`config.mk`:
```
export PLATFORM = sky130hd
export DESIGN_NAME = isms_queue
export DESIGN_NICKNAME = d
export VERILOG_FILES = /design/src/design/isms_pkg.sv /design/src/design/isms_queue.sv
export SDC_FILE = /design/constraint.sdc
export NUM_CORES = 1
export LEC_CHECK = 0
export BUFFER_PORTS_ARGS = -buffer_cell sky130_fd_sc_hd__buf_2
export CORE_UTILIZATION = 56
export DETAILED_ROUTE_END_ITERATION = 10
export PLACE_DENSITY_LB_ADDON = 0.1
export SETUP_SLACK_MARGIN = 0.5
export SYNTH_ARGS = -nofsm -noshare
export SYNTH_HDL_FRONTEND = slang
export SYNTH_SLANG_ARGS = --single-unit
export TNS_END_PERCENT = 50
```
`constraint.sdc`:
```
create_clock -name clk -period 6.55 [get_ports clk]
set_input_delay 1.965 -clock clk [delete_from_list [all_inputs] [get_ports clk]]
set_output_delay 1.965 -clock clk [all_outputs]
set_load 0.005 [all_outputs]
```
`src/design/isms_pkg.sv`:
```
// ----------------------------------------------------------------------------
// Integer stack machine package
// Shared widths, status codes, opcodes, command classes and the decoder.
// ----------------------------------------------------------------------------
package isms_pkg;

    localparam int STACK_DEPTH_DEF = 256;
    localparam int DATA_W          = 32;
    localparam int OPC_W           = 5;
    localparam int DEPTH_W         = 9;
    localparam int PC_W            = 17;
    localparam int LEN_W           = 16;
    localparam int QUEUE_DEPTH     = 2;
    localparam logic [LEN_W-1:0] LEN_RESET = 16'hFFFF;

    typedef enum logic [2:0] {
        ST_OK      = 3'd0,
        ST_RET     = 3'd1,
        ST_JUMP    = 3'd2,
        ST_UNKNOWN = 3'd3,
        ST_UNDER   = 3'd4,
        ST_OVER    = 3'd5,
        ST_DIVZ    = 3'd6
    } status_t;

    localparam logic [OPC_W-1:0] OP_NOP  = 5'd0;
    localparam logic [OPC_W-1:0] OP_PUSH = 5'd1;
    localparam logic [OPC_W-1:0] OP_POP  = 5'd2;
    localparam logic [OPC_W-1:0] OP_RET  = 5'd3;
    localparam logic [OPC_W-1:0] OP_JNE  = 5'd4;
    localparam logic [OPC_W-1:0] OP_JMP  = 5'd5;
    localparam logic [OPC_W-1:0] OP_CMP  = 5'd6;
    localparam logic [OPC_W-1:0] OP_ADD  = 5'd7;
    localparam logic [OPC_W-1:0] OP_SUB  = 5'd8;
    localparam logic [OPC_W-1:0] OP_MUL  = 5'd9;
    localparam logic [OPC_W-1:0] OP_DIV  = 5'd10;
    localparam logic [OPC_W-1:0] OP_MOD  = 5'd11;
    localparam logic [OPC_W-1:0] OP_AND  = 5'd12;
    localparam logic [OPC_W-1:0] OP_OR   = 5'd13;
    localparam logic [OPC_W-1:0] OP_XOR  = 5'd14;
    localparam logic [OPC_W-1:0] OP_INV  = 5'd15;
    localparam logic [OPC_W-1:0] OP_NOT  = 5'd16;
    localparam logic [OPC_W-1:0] OP_EQ   = 5'd17;
    localparam logic [OPC_W-1:0] OP_NEQ  = 5'd18;
    localparam logic [OPC_W-1:0] OP_LAND = 5'd19;
    localparam logic [OPC_W-1:0] OP_LOR  = 5'd20;
    localparam logic [OPC_W-1:0] OP_LEQ  = 5'd21;
    localparam logic [OPC_W-1:0] OP_GEQ  = 5'd22;
    localparam logic [OPC_W-1:0] OP_GT   = 5'd23;
    localparam logic [OPC_W-1:0] OP_LT   = 5'd24;

    typedef enum logic [3:0] {
        K_NOP,
        K_PUSH,
        K_POP,
        K_RET,
        K_JNE,
        K_JMP,
        K_CMP,
        K_UNARY,
        K_BINARY,
        K_UNKNOWN
    } kind_t;

    typedef struct packed {
        kind_t                    kind;
        logic [OPC_W-1:0]         opcode;
        logic signed [DATA_W-1:0] operand;
    } cmd_t;

    function automatic kind_t classify(input logic [OPC_W-1:0] op);
        kind_t k;
        unique case (op) inside
            OP_NOP:              k = K_NOP;
            OP_PUSH:             k = K_PUSH;
            OP_POP:              k = K_POP;
            OP_RET:              k = K_RET;
            OP_JNE:              k = K_JNE;
            OP_JMP:              k = K_JMP;
            OP_CMP:              k = K_CMP;
            OP_INV, OP_NOT:      k = K_UNARY;
            [OP_ADD:OP_XOR]:     k = K_BINARY;
            [OP_EQ:OP_LT]:       k = K_BINARY;
            default:             k = K_UNKNOWN;
        endcase
        return k;
    endfunction

endpackage

```
`src/design/isms_queue.sv`:
```
// ----------------------------------------------------------------------------
// Integer stack machine command queue
// Short FIFO between front end and execution back end.
// ----------------------------------------------------------------------------
module isms_queue import isms_pkg::*; (
    input  logic clk,
    input  logic rst_n,
    input  logic in_valid,
    output logic in_ready,
    input  cmd_t in_cmd,
    output logic out_valid,
    input  logic out_ready,
    output cmd_t out_cmd
);

    localparam int QAW = (QUEUE_DEPTH > 1) ? $clog2(QUEUE_DEPTH) : 1;
    localparam int QCW = $clog2(QUEUE_DEPTH + 1);

    cmd_t             slot_reg [QUEUE_DEPTH];
    logic [QAW-1:0]   wr_ptr_reg;
    logic [QAW-1:0]   rd_ptr_reg;
    logic [QCW-1:0]   count_reg;
    logic             push;
    logic             pop;

    assign in_ready  = (count_reg != QCW'(QUEUE_DEPTH));
    assign out_valid = (count_reg != '0);
    assign out_cmd   = slot_reg[rd_ptr_reg];
    assign push      = in_valid && in_ready;
    assign pop       = out_valid && out_ready;

    always_ff @(posedge clk)
    begin
        if (push)
        begin
            slot_reg[wr_ptr_reg] <= in_cmd;
        end
    end

    always_ff @(posedge clk or negedge rst_n)
    begin
        if (!rst_n)
        begin
            wr_ptr_reg <= '0;
            rd_ptr_reg <= '0;
            count_reg  <= '0;
        end
        else
        begin
            if (push)
            begin
                wr_ptr_reg <= (wr_ptr_reg == QAW'(QUEUE_DEPTH - 1)) ? '0 : wr_ptr_reg + 1'b1;
            end
            if (pop)
            begin
                rd_ptr_reg <= (rd_ptr_reg == QAW'(QUEUE_DEPTH - 1)) ? '0 : rd_ptr_reg + 1'b1;
            end
            if (push && !pop)
            begin
                count_reg <= count_reg + 1'b1;
            end
            else if (pop && !push)
            begin
                count_reg <= count_reg - 1'b1;
            end
        end
    end

endmodule

```
* Yosys cells after proc, flatten, opt, wreduce, memory -nomap -nowiden
Memory sizes are Yosys's and may differ from the RTL's.
Index checks and enable logic that the tools add are counted.
Widths: inputs -> output; s select.
** Word-level totals
- Memories kept :: 1
- Bits in registers :: 4
- Input port bits :: 45
- RAM bits :: 82
- Output and inout bits :: 43
** Memories
- slot_reg :: depth 2, bits a word 41, rd ports 1, clocked after memory_dff 0, write ports 1, RTL line isms_queue.sv:19 : cmd_t slot_reg [QUEUE_DEPTH];
** Cells by class
- Mux-type cells :: 6
- $add $sub $neg :: 4
- Reductions and logical operators :: 8
- Eq/ne operators :: 1
** Operators by type and width (count)
- $logic_and 1x1->1 :: 4
- $mux 1 :: 4
- $mux 2 :: 2
- $reduce_bool 2->1 :: 2
- $add 1x1->1 const B :: 2
- $add 2x1->2 const B :: 1
- $logic_not 1->1 :: 2
- $ne 2x2->1 const B :: 1
- $sub 2x1->2 const B :: 1

* Logic depth before layout (Yosys ltp)
- Word-level depth :: 6
- Gate-level depth with buffers :: 7
- Mapped depth without buffers :: 7

* Worst setup path before layout
OpenSTA, ideal clock, no wires.
- Path kind :: input to register
- Start :: input port in_valid
- End :: memory slot_reg[0][0] in the netlist's numbering (enable)
- Cell stages on the path :: 2
- Setup slack :: 2.330 ns
- Data required time :: 6.111 ns
- Data arrival time :: 3.780 ns
- Path buffers :: 0
- Path through :: nand2_1 nor2_1
** Between the ends
- Cells in the longest elaborated chain, start to end :: 3
** RTL lines
- start: declaration :: RTL line isms_queue.sv:8 : input logic in_valid,
- $logic_and 1x1->1 :: RTL line isms_queue.sv:29 : assign push = in_valid && in_ready;
- $mux 1 :: RTL line isms_queue.sv:34 : if (push)
- $mux 1 (not written as such) :: RTL line isms_queue.sv:36 : slot_reg[wr_ptr_reg] <= in_cmd;
- end: declaration :: RTL line isms_queue.sv:19
No other way between the ends.

==> qor.csv <==
metric,value,unit
synth_cells,146,
clk_latency,0.34,ns
die_area,6310,um^2
netlist.area_leader.share,73.4,%
initial_utilization,59.5,%
area_growth,19.5,%
htree_levels,3,
start_kind,flip-flop,
post-cts-setup-buffer-count,0,
fin_worst_skew,0.00434,ns
async_reset_ff_share,4.65,%
vdd_ir_drop_max,0.000425,V
row_count,27,
yosysMostFrequentCell,edfxtp_1,
fin_area,4010,um^2
drc,0,
ys.flop_type,edfxtp_1,
clock.fmax,0.247,GHz
clk_pin_slew,0.08,ns
clock_path_buffers,2,
p_per_area,430,nW/um^2
grt_pass1_wl,7710,um
max_cap_viol_count,0,
grt_max_degree,42,
synth_edf_count,82,
min_period_over_period,61.7,%
placed_cell_area,3810,um^2
pin_count,88,
antenna_cells,0,
die_w,79.4,um
grt.total_usage,17.7,%
min_period,4.04,ns
cts-root-buf,clkbuf_8,
synth.yosys.warnings,0,
critPathArrivalTime,2.08,ns
drtIter0Drc,73,
setup.worst_path.end_class,output port,
core_area,5640,um^2
cts_resized,0,
hold_violations,0,
hpwlAfterDp,3550,um
cts_inserted_buffers,9,
crit_fanout,24,
portBuffers,87,
synth_top_cell_by_area,edfxtp_1,
setup_tns,0,ns
rsz0062_at_grt,no,
place_congestion,0.677,
yosysUniqueCellTypes,15,
slew_viol_final,0,
finish.utilization,71.1,%
syn-num-nets,192,
routed_via_density,5.14,
first_pass_iters,4,
ys_seq_elements,86,
syn_area,3360,um^2
tightestPinTransition,1.16,ns
yosysSeqAreaShare,76.4,%
synthTopCellsByCount,"edfxtp_1 (82), mux2_4 (39), buf_12 (4), dfrtp_1 (4), xnor2_1 (3)",
hold_class,flip-flop to flip-flop,
drive_gt1_share,58.8,%
required,4.59,ns
first_global_vias,1670,
wl_per_cell,16.5,um
grt_overflow,0,
vias,1628,
ant_nets,0,
slew_headroom,22.7,%
nNetsFinal,286,
numClockSinks,86,
tritoncts,yes,
routed_wl,5240,um
die_h,79.4,um
antenna_found_initial,0,
hold_buffers,0,
path_class,flip-flop to output port,
synthTopCellsByArea,"edfxtp_1 (73%), mux2_4 (17%), dfrtp_1 (3.0%)",
outcome,"finished, final reports clean",
syn_area_per_cell,23.0,um^2
setup_violations,0,
leakage,1.63,nW
largest_reg_flops,82,
## final cells by class
class | count | area, um^2
sequential | 86 | 2560
clock buffer | 10 | 128
tap | 72 | 90.1
inverter | 1 | 3.75
timing repair buffer | 88 | 443
clock inverter | 6 | 76.3
multi-input combinational | 54 | 707
fill | 352 | 1630
## layout by cell type, fill, tap and decap left out
cell       synthesis  layout
clkinv_2           0       1
buf_4              0       1
and3_2             0       1
buf_2              0      87
inv_1              1       1
mux2_4            39      39
clkbuf_1           0       1
dfrtp_1            4       3
nor2_1             2       1
or2_1              1       1
xor2_1             2       2
edfxtp_1          82      82
mux2_2             2       2
dfrtp_2            0       1
ha_1               1       1
clkinv_1           0       3
nand2_1            2       2
bufinv_16          0       2
nand2b_1           1       1
nor2_4             0       1
xnor2_1            3       3
clkbuf_8           0       9
## worst max-delay path, cell delays in order (launching register included)
cell and delay, ns:
dfrtp_2 0.74, buf_4 0.51, mux2_4 0.35, buf_2 0.13
## path summary, 6_finish.rpt
check                             start              end  slack, ns  depth (start not counted)
setup / recovery             rd_ptr_reg       out_cmd[3]       2.51                          3
hold / removal             count_reg[1]     count_reg[1]       0.52                          1
setup reg to reg           count_reg[0]  slot_reg[0][25]       4.54                          3
hold reg to reg            count_reg[1]     count_reg[1]       0.52                          1
max in group asynchronous         rst_n       rd_ptr_reg       5.01                          1
min in group asynchronous         rst_n       wr_ptr_reg       1.41                          1
## cell families (layout without fill, tap and decap cells)
logic type	after synthesis	in the layout	share of synthesized area [%]
simple gates	7	7	1.01
mux	41	41	18.1
xor+xnor	5	5	1.31
flops	86	86	76.4
buf+inv	6	105	2.83
fa+ha+maj	1	1	0.373
## power breakdown
| group | switching, mW | internal (mW) | total, mW |
|---|---|---|---|
| clock network | 0.170 | 0.210 | 0.380 |
| registers | 0.0692 | 0.757 | 0.826 |
| logic | 0.219 | 0.298 | 0.517 |
## metal layers
metal / GRT usage, % / part of all wire, %
met1: 18.2 / 37
met2: 32.1 / 56
met5: 0 / 0
met3: 4.00 / 4.9
met4: 11.5 / 1.6
## metrics by stage
step / setup slack, ns / hold WS, ns / cells / power [mW]
after detailed placement: 2.87 / 0.504 / 301 / 1.37
after CTS: 2.48 / 0.520 / 317 / 1.74
final: 2.51 / 0.519 / 317 / 1.72
after global routing: 2.41 / 0.552 / 317 / 1.80
after floorplan: 2.33 / 0.456 / 146 / 1.23
after global placement: 2.91 / 0.469 / 301 / 1.34
Power figures use the tool's default switching activity.
