**config.mk**
```make
export PLATFORM = sky130hd
export DESIGN_NAME = isms_front_flat
export DESIGN_NICKNAME = d
export VERILOG_FILES = /design/src/design/isms_pkg.sv /design/src/design/isms_if.sv /design/src/design/isms_front.sv /design/src/flat_wrapper.sv
export SDC_FILE = /design/constraint.sdc
export NUM_CORES = 1
export LEC_CHECK = 0
export BUFFER_PORTS_ARGS = -buffer_cell sky130_fd_sc_hd__buf_4
export CAP_MARGIN = 20
export CORE_MARGIN = 2
export CORE_UTILIZATION = 27
export DETAILED_ROUTE_END_ITERATION = 10
export PLACE_DENSITY = 0.9
export SETUP_SLACK_MARGIN = 0.2
export SLEW_MARGIN = 10
export SYNTH_ARGS = -nofsm -noshare
export SYNTH_HDL_FRONTEND = slang
export SYNTH_SLANG_ARGS = --single-unit
```
**constraint.sdc**
```tcl
create_clock -name vclk -period 1
set_input_delay 0.2 -clock vclk [all_inputs]
set_output_delay 0.2 -clock vclk [all_outputs]
set_load 0.02 [all_outputs]
```
**src/design/isms_pkg.sv**
```systemverilog
// ----------------------------------------------------------------------------
// Integer stack machine package
// Shared widths, status codes, opcodes, command classes and the decoder.
// ----------------------------------------------------------------------------
package isms_pkg;

    localparam int STACK_DEPTH_DEF = 256;
    localparam int DATA_W          = 32;
    localparam int OPC_W           = 5;
    localparam int DEPTH_W         = 9;
    localparam int PC_W            = 17;
    localparam int LEN_W           = 16;
    localparam int QUEUE_DEPTH     = 2;
    localparam logic [LEN_W-1:0] LEN_RESET = 16'hFFFF;

    typedef enum logic [2:0] {
        ST_OK      = 3'd0,
        ST_RET     = 3'd1,
        ST_JUMP    = 3'd2,
        ST_UNKNOWN = 3'd3,
        ST_UNDER   = 3'd4,
        ST_OVER    = 3'd5,
        ST_DIVZ    = 3'd6
    } status_t;

    localparam logic [OPC_W-1:0] OP_NOP  = 5'd0;
    localparam logic [OPC_W-1:0] OP_PUSH = 5'd1;
    localparam logic [OPC_W-1:0] OP_POP  = 5'd2;
    localparam logic [OPC_W-1:0] OP_RET  = 5'd3;
    localparam logic [OPC_W-1:0] OP_JNE  = 5'd4;
    localparam logic [OPC_W-1:0] OP_JMP  = 5'd5;
    localparam logic [OPC_W-1:0] OP_CMP  = 5'd6;
    localparam logic [OPC_W-1:0] OP_ADD  = 5'd7;
    localparam logic [OPC_W-1:0] OP_SUB  = 5'd8;
    localparam logic [OPC_W-1:0] OP_MUL  = 5'd9;
    localparam logic [OPC_W-1:0] OP_DIV  = 5'd10;
    localparam logic [OPC_W-1:0] OP_MOD  = 5'd11;
    localparam logic [OPC_W-1:0] OP_AND  = 5'd12;
    localparam logic [OPC_W-1:0] OP_OR   = 5'd13;
    localparam logic [OPC_W-1:0] OP_XOR  = 5'd14;
    localparam logic [OPC_W-1:0] OP_INV  = 5'd15;
    localparam logic [OPC_W-1:0] OP_NOT  = 5'd16;
    localparam logic [OPC_W-1:0] OP_EQ   = 5'd17;
    localparam logic [OPC_W-1:0] OP_NEQ  = 5'd18;
    localparam logic [OPC_W-1:0] OP_LAND = 5'd19;
    localparam logic [OPC_W-1:0] OP_LOR  = 5'd20;
    localparam logic [OPC_W-1:0] OP_LEQ  = 5'd21;
    localparam logic [OPC_W-1:0] OP_GEQ  = 5'd22;
    localparam logic [OPC_W-1:0] OP_GT   = 5'd23;
    localparam logic [OPC_W-1:0] OP_LT   = 5'd24;

    typedef enum logic [3:0] {
        K_NOP,
        K_PUSH,
        K_POP,
        K_RET,
        K_JNE,
        K_JMP,
        K_CMP,
        K_UNARY,
        K_BINARY,
        K_UNKNOWN
    } kind_t;

    typedef struct packed {
        kind_t                    kind;
        logic [OPC_W-1:0]         opcode;
        logic signed [DATA_W-1:0] operand;
    } cmd_t;

    function automatic kind_t classify(input logic [OPC_W-1:0] op);
        kind_t k;
        unique case (op) inside
            OP_NOP:              k = K_NOP;
            OP_PUSH:             k = K_PUSH;
            OP_POP:              k = K_POP;
            OP_RET:              k = K_RET;
            OP_JNE:              k = K_JNE;
            OP_JMP:              k = K_JMP;
            OP_CMP:              k = K_CMP;
            OP_INV, OP_NOT:      k = K_UNARY;
            [OP_ADD:OP_XOR]:     k = K_BINARY;
            [OP_EQ:OP_LT]:       k = K_BINARY;
            default:             k = K_UNKNOWN;
        endcase
        return k;
    endfunction

endpackage

```
**src/design/isms_if.sv**
```systemverilog
// ----------------------------------------------------------------------------
// Integer stack machine channels
// Instruction, result and configuration write channels.
// ----------------------------------------------------------------------------
interface isms_in_if import isms_pkg::*; ();
    logic                     valid;
    logic                     ready;
    logic [OPC_W-1:0]         opcode;
    logic signed [DATA_W-1:0] operand;

    modport source (output valid, output opcode, output operand, input ready);
    modport sink   (input valid, input opcode, input operand, output ready);
endinterface


```
**src/design/isms_front.sv**
```systemverilog
// ----------------------------------------------------------------------------
// Integer stack machine front end
// Accept instruction transactions and classify them into commands.
// ----------------------------------------------------------------------------
module isms_front import isms_pkg::*; (
    isms_in_if.sink instr,
    output logic    cmd_valid,
    input  logic    cmd_ready,
    output cmd_t    cmd
);

    assign cmd_valid   = instr.valid;
    assign instr.ready = cmd_ready;

    always_comb
    begin
        cmd.kind    = classify(instr.opcode);
        cmd.opcode  = instr.opcode;
        cmd.operand = instr.operand;
    end

endmodule

```
**src/flat_wrapper.sv**
```systemverilog
// flat-port wrapper written by rule: the top's interface ports become plain ports
module isms_front_flat import isms_pkg::*;
  (cmd_valid, cmd_ready, cmd, instr_valid, instr_opcode, instr_operand, instr_ready);
  isms_in_if instr_i ();
  output logic cmd_valid;
  input  logic cmd_ready;
  output cmd_t cmd;
  input wire logic [$bits(instr_i.valid)-1:0] instr_valid;
  input wire logic [$bits(instr_i.opcode)-1:0] instr_opcode;
  input wire logic [$bits(instr_i.operand)-1:0] instr_operand;
  output wire logic [$bits(instr_i.ready)-1:0] instr_ready;
  assign instr_i.valid = instr_valid;
  assign instr_i.opcode = instr_opcode;
  assign instr_i.operand = instr_operand;
  assign instr_ready = instr_i.ready;
  isms_front u_core (.instr(instr_i), .cmd_valid(cmd_valid), .cmd_ready(cmd_ready), .cmd(cmd));
endmodule
```
* Word level (Yosys, flattened, before mapping)
Cells that the tools add are included.
** Storage, ports and cells
- Register bits after elaboration :: 0
- Input bits :: 39
- Output and inout port bits :: 43
- Logic and storage cells :: 18
** Operators by class
- Magnitude comparators :: 4
- Equality and inequality tests :: 8
- Mux-type cells :: 1
- Reduce and logical (&&, ||, !) cells :: 5
** Operators by type and width (number)
- case mux 4 bit (9 select lines) :: 1
- equality test 5 x 3 -> 1 bit (second input constant) :: 3
- equality test 5 x 2 -> 1 bit (second input constant) :: 2
- equality test 5 x 1 -> 1 bit (second input constant) :: 1
- equality test 5 x 4 -> 1 bit (second input constant) :: 1
- equality test 5 bit (second input constant) :: 1
- greater-or-equal comparator 5 x 3 -> 1 bit (second input constant) :: 1
- greater-or-equal comparator 5 bit (second input constant) :: 1
- less-or-equal comparator 5 x 4 -> 1 bit (second input constant) :: 1
- less-or-equal comparator 5 bit (second input constant) :: 1
- logical NOT 5 bit :: 1
- OR reduction 2 bit :: 2
- logical AND 1 bit :: 2

* Longest topological paths before layout
Gate-level depths: netlist (run 1).
- Word-level depth :: 4
- Mapped depth :: 3
- Mapped depth without buffers :: 3

* Least setup slack after synthesis (run 1)
Ideal clock, no wire load.
- Kind :: input to output
- Start :: input instr_opcode[1]
- End :: output cmd[38] in the netlist's numbering
- Data arrival time :: 0.876 ns
- Data required time :: 0.800 ns
- Path slack :: -0.076 ns
- Cell stages on the path :: 3
- Path through :: nor4b_2 -> a21oi_1 -> o21ai_1
** RTL lines
- from (decl) :: line flat_wrapper.sv:9 : input wire logic [$bits(instr_i.opcode)-1:0] instr_opcode;
- to (decl) :: line flat_wrapper.sv:7 : output cmd_t cmd;

==> flow_summary.toml, run 1 <==
[power]
combPwrFrac_pct = 100.0
p_sw_uw = 90.1
irDropWorstVdd_uv = 90.2
clkPwrFrac_pct = 0
pwr_density_cell_nw_per_um2 = 517
p_leak_uw = 0.000159
p_seq_share_pct = 0
p_int_uw = 94.9
switching_share_pct = 48.7

[setup_path]
timing.critical_path.from = "instr_opcode[4]"
worstPathArrival_ps = 1080
worstSetupPathType = "in -> out"
worstPathMaxFanout = 6
crit_required_ps = 800
cp-end-kind = "output pin"
startpoint_type = "primary input"

[placement]
place.gp.congestion = 0.613
dpl.hpwl_um = 523
placedCellCount = 53
portBuffers = 14
pre_cts_ws_ps = -311

[finish]
regArea_um2 = 0
clkbuf_count = 0
seq_cell_count = 0
area_delta_synth_final_pct = -14.6
final_cells = 53
antenna_cells = 0
drive_above_1_share_pct = 64.9
post-route-util_pct = 24.0
layout.nets = 78

[sta]
setup_viol = 4
max_freq_mhz = 783
hold-worst-slack_ps = 400
drv_slew = 0
timing.final.hold_violations = 0
setup_ws_ps = -277
maxSlewHeadroom_pct = 82.9
worstMarginPinSlew_ps = 256
period_share_pct = 128
rsz0062_at_grt = "yes"
fin_tns_setup_ps = -874
fin_crit_ps = 1280

[route]
drt_pass1_iterations = 2
drtIter0Drc = 2
avgRoutedWirePerCell_um = 13.3
via_per_inst = 4.89
drc = 0
drt_wl_total_um = 703
ant_nets = 0
via_count = 259

[min_path]
min_from = "instr_operand[10]"
hold_path.class = "in -> out"

[job]
drv_cap = 0

[synthesis]
synthDistinctLibCells = 15
synth_area_leader_cell = "buf_4"
ys_seq_area_share_pct = 0
yosysMostFrequentCell = "buf_4"
synth_area_leaders = "buf_4 (70%), a21oi_1 (4.8%), o311ai_2 (3.9%)"
netlist_top_cells_count = "buf_4 (39), a21oi_1 (4), nor2_1 (2), o21ai_0 (2)"
syn_inst = 58
synth_area_um2 = 419
synth_top_area_share_pct = 69.9
syn_avg_cell_area_um2 = 7.23
yosys_warnings = 0
synth_fp_nets = 97

[grt]
grtUsageMet3_pct = 5.00
met2_usage_pct = 12.5
track_usage_pct = 7.35
grt_pass1_vias = 284
antenna_found_initial = 0
grt_max_degree = 9
overflow = 0
global_route.usage.met1_pct = 6.33
grt_pass1_wl_um = 1130
grt.busiest_layer = "met2"

[die]
die_w_um = 43.4
num_rows = 14
io_pins = 82
fp.dieH_um = 43.4
core_um2 = 1490
initial_core_util_pct = 28.2
die-area_um2 = 1880

[clock_network]
cts_hold_buf = 0
cts_setup_buffers = 0

[run_status]
violations = "negative setup slack"
outcome = "finished with violations"
-- critical path, cell delays in order --
cell and delay [ps]:
buf_8 100, and2b_1 220, nand4_1 220, o21a_2 210, buf_6 120
-- cell usage in the layout (no fill, tap or decap), types with 2 or more instances in the layout --
cell type,synthesis,layout
a21oi_1,4,2
a21oi_2,0,2
buf_4,39,8
buf_6,0,8
buf_8,0,2
nor2_1,2,2
-- layer usage --
metal  up-vias  wire length [µm]
met1       124               229
met5         -                 0
li1        112                 -
met3         4               127
met2        19               337
met4         0                 8
-- layout make-up --
cell class / count / area (µm²)
repair buffers: 18 / 180
multi-input cells: 18 / 154
inverters: 1 / 3.75
well taps: 16 / 20.0
fillers: 168 / 1130
-- power by group through the flow --
stage	combinational (µW)	sequential, µW	clock (µW)
finish	185	0	0
global route	197	0	0
CTS	178	0	0
detailed placement	159	0	0
global placement	156	0	0
floorplan	284	0	0
-- cells by family after synthesis --
group           Yosys count  share of synthesized area (%)
buf+inv                  40                           70.7
simple gates              7                           11.3
compound gates           11                           17.9
-- through the flow --
stage | total power [µW] | cell area (µm²)
floorplan | 284 | 443
global placement | 156 | 305
detailed placement | 159 | 305
CTS | 178 | 343
global route | 197 | 358
finish | 185 | 358
-- repair_timing --
action                                  CTS  global route
gates resized for setup                  10             5
pin swaps                                 1             1
endpoints found under the setup margin    7             5
-- worst paths after layout --
check,endpoint,depth (start not counted)
max,cmd[40],5
min,cmd[10],0
(Power assumes the default switching activity.)
==> inputs of run 2 (changes only) <==
--- a/config.mk
+++ b/config.mk
@@ -6,11 +6,11 @@
 export NUM_CORES = 1
 export LEC_CHECK = 0
 export BUFFER_PORTS_ARGS = -buffer_cell sky130_fd_sc_hd__buf_4
-export CAP_MARGIN = 20
+export CAP_MARGIN = 25
 export CORE_MARGIN = 2
 export CORE_UTILIZATION = 27
 export DETAILED_ROUTE_END_ITERATION = 10
-export PLACE_DENSITY = 0.9
+export PLACE_DENSITY = 0.91
 export SETUP_SLACK_MARGIN = 0.2
 export SLEW_MARGIN = 10
 export SYNTH_ARGS = -nofsm -noshare
==> constraint.sdc (replaced) <==
create_clock -name vclk -period 1
set_input_delay 0.15 -clock vclk [all_inputs]
set_output_delay 0.15 -clock vclk [all_outputs]
set_load 0.02 [all_outputs]
==> run 2 against run 1 <==
The flow still finishes with violations (negative setup slack). Hold slack worse by 100 ps. Final area shrank 3.1%. Global-route usage down 0.085 points. Via count decreased by 2.7%. Utilization down 0.76 points. Wire length down 3.1%. Critical endpoint unchanged. Total power decreased by 4.1%. Non-clock buffer count up 2. Die area unchanged.
==> flow_summary.toml, run 2 (same netlist as run 1, synthesis figures left out) <==
[finish]
drive_above_1_share_pct = 64.1
antenna_cells = 0
regArea_um2 = 0
multi_input_area_um2 = 150
nFillCells = 172
layout.nets = 80
final_cell_mix = "buf_4 (15), buf_6 (4), a21oi_1 (3)"
final_common_cell = "buf_4"
area_delta_synth_final_pct = -17.3
clkbuf_count = 0
post-route-util_pct = 23.3
seq_cell_count = 0

[power]
pwr_density_cell_nw_per_um2 = 512
irDropWorstVdd_uv = 73.8
p_leak_uw = 0.000160

[sta]
worstMarginPinSlew_ps = 259
fin_crit_ps = 1150
setup_ws_ps = -145
setup_viol = 4
hold-worst-slack_ps = 300
period_share_pct = 115
timing.final.hold_violations = 0
drv_slew = 0
max_freq_mhz = 873
maxSlewHeadroom_pct = 82.7
rsz0062_at_grt = "yes"

[die]
die-area_um2 = 1880
fp.dieH_um = 43.4
io_pins = 82
num_rows = 14
die_w_um = 43.4
initial_core_util_pct = 28.2
core_um2 = 1490

[setup_path]
startpoint_type = "primary input"
crit_required_ps = 850
worstSetupPathType = "in -> out"
timing.critical_path.from = "instr_opcode[4]"
crit_chain = "buf_8 -> and2b_1 -> nand4_1 -> o21a_2 -> buf_6"
critPathSlowestCell = "and2b_1"
cp-endpoint = "cmd[40]"
worstPathArrival_ps = 1000
cp_slowest_stage_delay_ps = 210
cp-end-kind = "output pin"
worstPathMaxFanout = 5

[route]
drt_pass1_iterations = 1
drc = 0
drt_wl_total_um = 681
via_count = 252
drtIter0Drc = 0
avgRoutedWirePerCell_um = 12.4
via_per_inst = 4.58
ant_nets = 0

[grt]
grt_pass1_wl_um = 1080
track_usage_pct = 7.26
antenna_found_initial = 0
grt_max_degree = 8
overflow = 0
grt_pass1_vias = 258

[run_status]
violations = "negative setup slack"
outcome = "finished with violations"

[placement]
portBuffers = 14
pre_cts_ws_ps = -206
place.gp.congestion = 0.592

[job]
drv_cap = 0

[clock_network]
cts_hold_buf = 0

[min_path]
hold_path.class = "in -> out"
min_from = "instr_operand[15]"
==> run 2: how the worst min path moves through the flow <==
stage	end	slack, ps	cells after the start
after floorplan	cmd[38]	380	1
after global placement	cmd[0]	300	0
after detailed placement	cmd[0]	300	0
after CTS	cmd[0]	300	0
after global routing	cmd[28]	300	0
final	cmd[15]	300	0
==> run 2: per-stage QoR <==
stage	setup TNS, ps	instance area (µm²)	power [µW]	instances
6_report	-467	347	177	55
5_1_grt	-727	347	191	55
4_1_cts	-561	343	179	55
3_5_place_dp	-667	313	162	54
3_3_place_gp	-535	313	159	54
2_1_floorplan	0	443	284	58
==> run 2: what timing repair did <==
item | in CTS | in global routing
endpoints found under the setup margin | 4 | 4
buffers inserted | 1 | 0
pin swaps | 1 | 3
gates resized for setup | 6 | 1
==> run 2: area by class of cell <==
class | count | area share (%)
multi-input cells | 18 | 43.3
inverters | 1 | 1.08
repair buffers | 20 | 49.8
well taps | 16 | 5.78
==> run 2: critical path: cells and delay by family <==
kind                   cells  cell delay [ps]
buffers and inverters      2              220
and+or+nand+nor            2              420
AOI/OAI and AO/OA          1              200
==> run 2: routing by layer <==
| layer | GRT usage, % | vias up | share of wire [%] |
|---|---|---|---|
| li1 | - | 118 | - |
| met1 | 6.58 | 112 | 29 |
| met2 | 11.9 | 16 | 50 |
| met3 | 4.17 | 6 | 18 |
| met4 | 5.45 | 0 | 2.8 |
| met5 | 0 | - | 0 |
==> run 2: where the power goes <==
group,switching [µW],leakage [µW],internal [µW],total [µW]
combinational,87.2,0.000160,90.3,177
sequential,0,0,0,0
clock,0,0,0,0
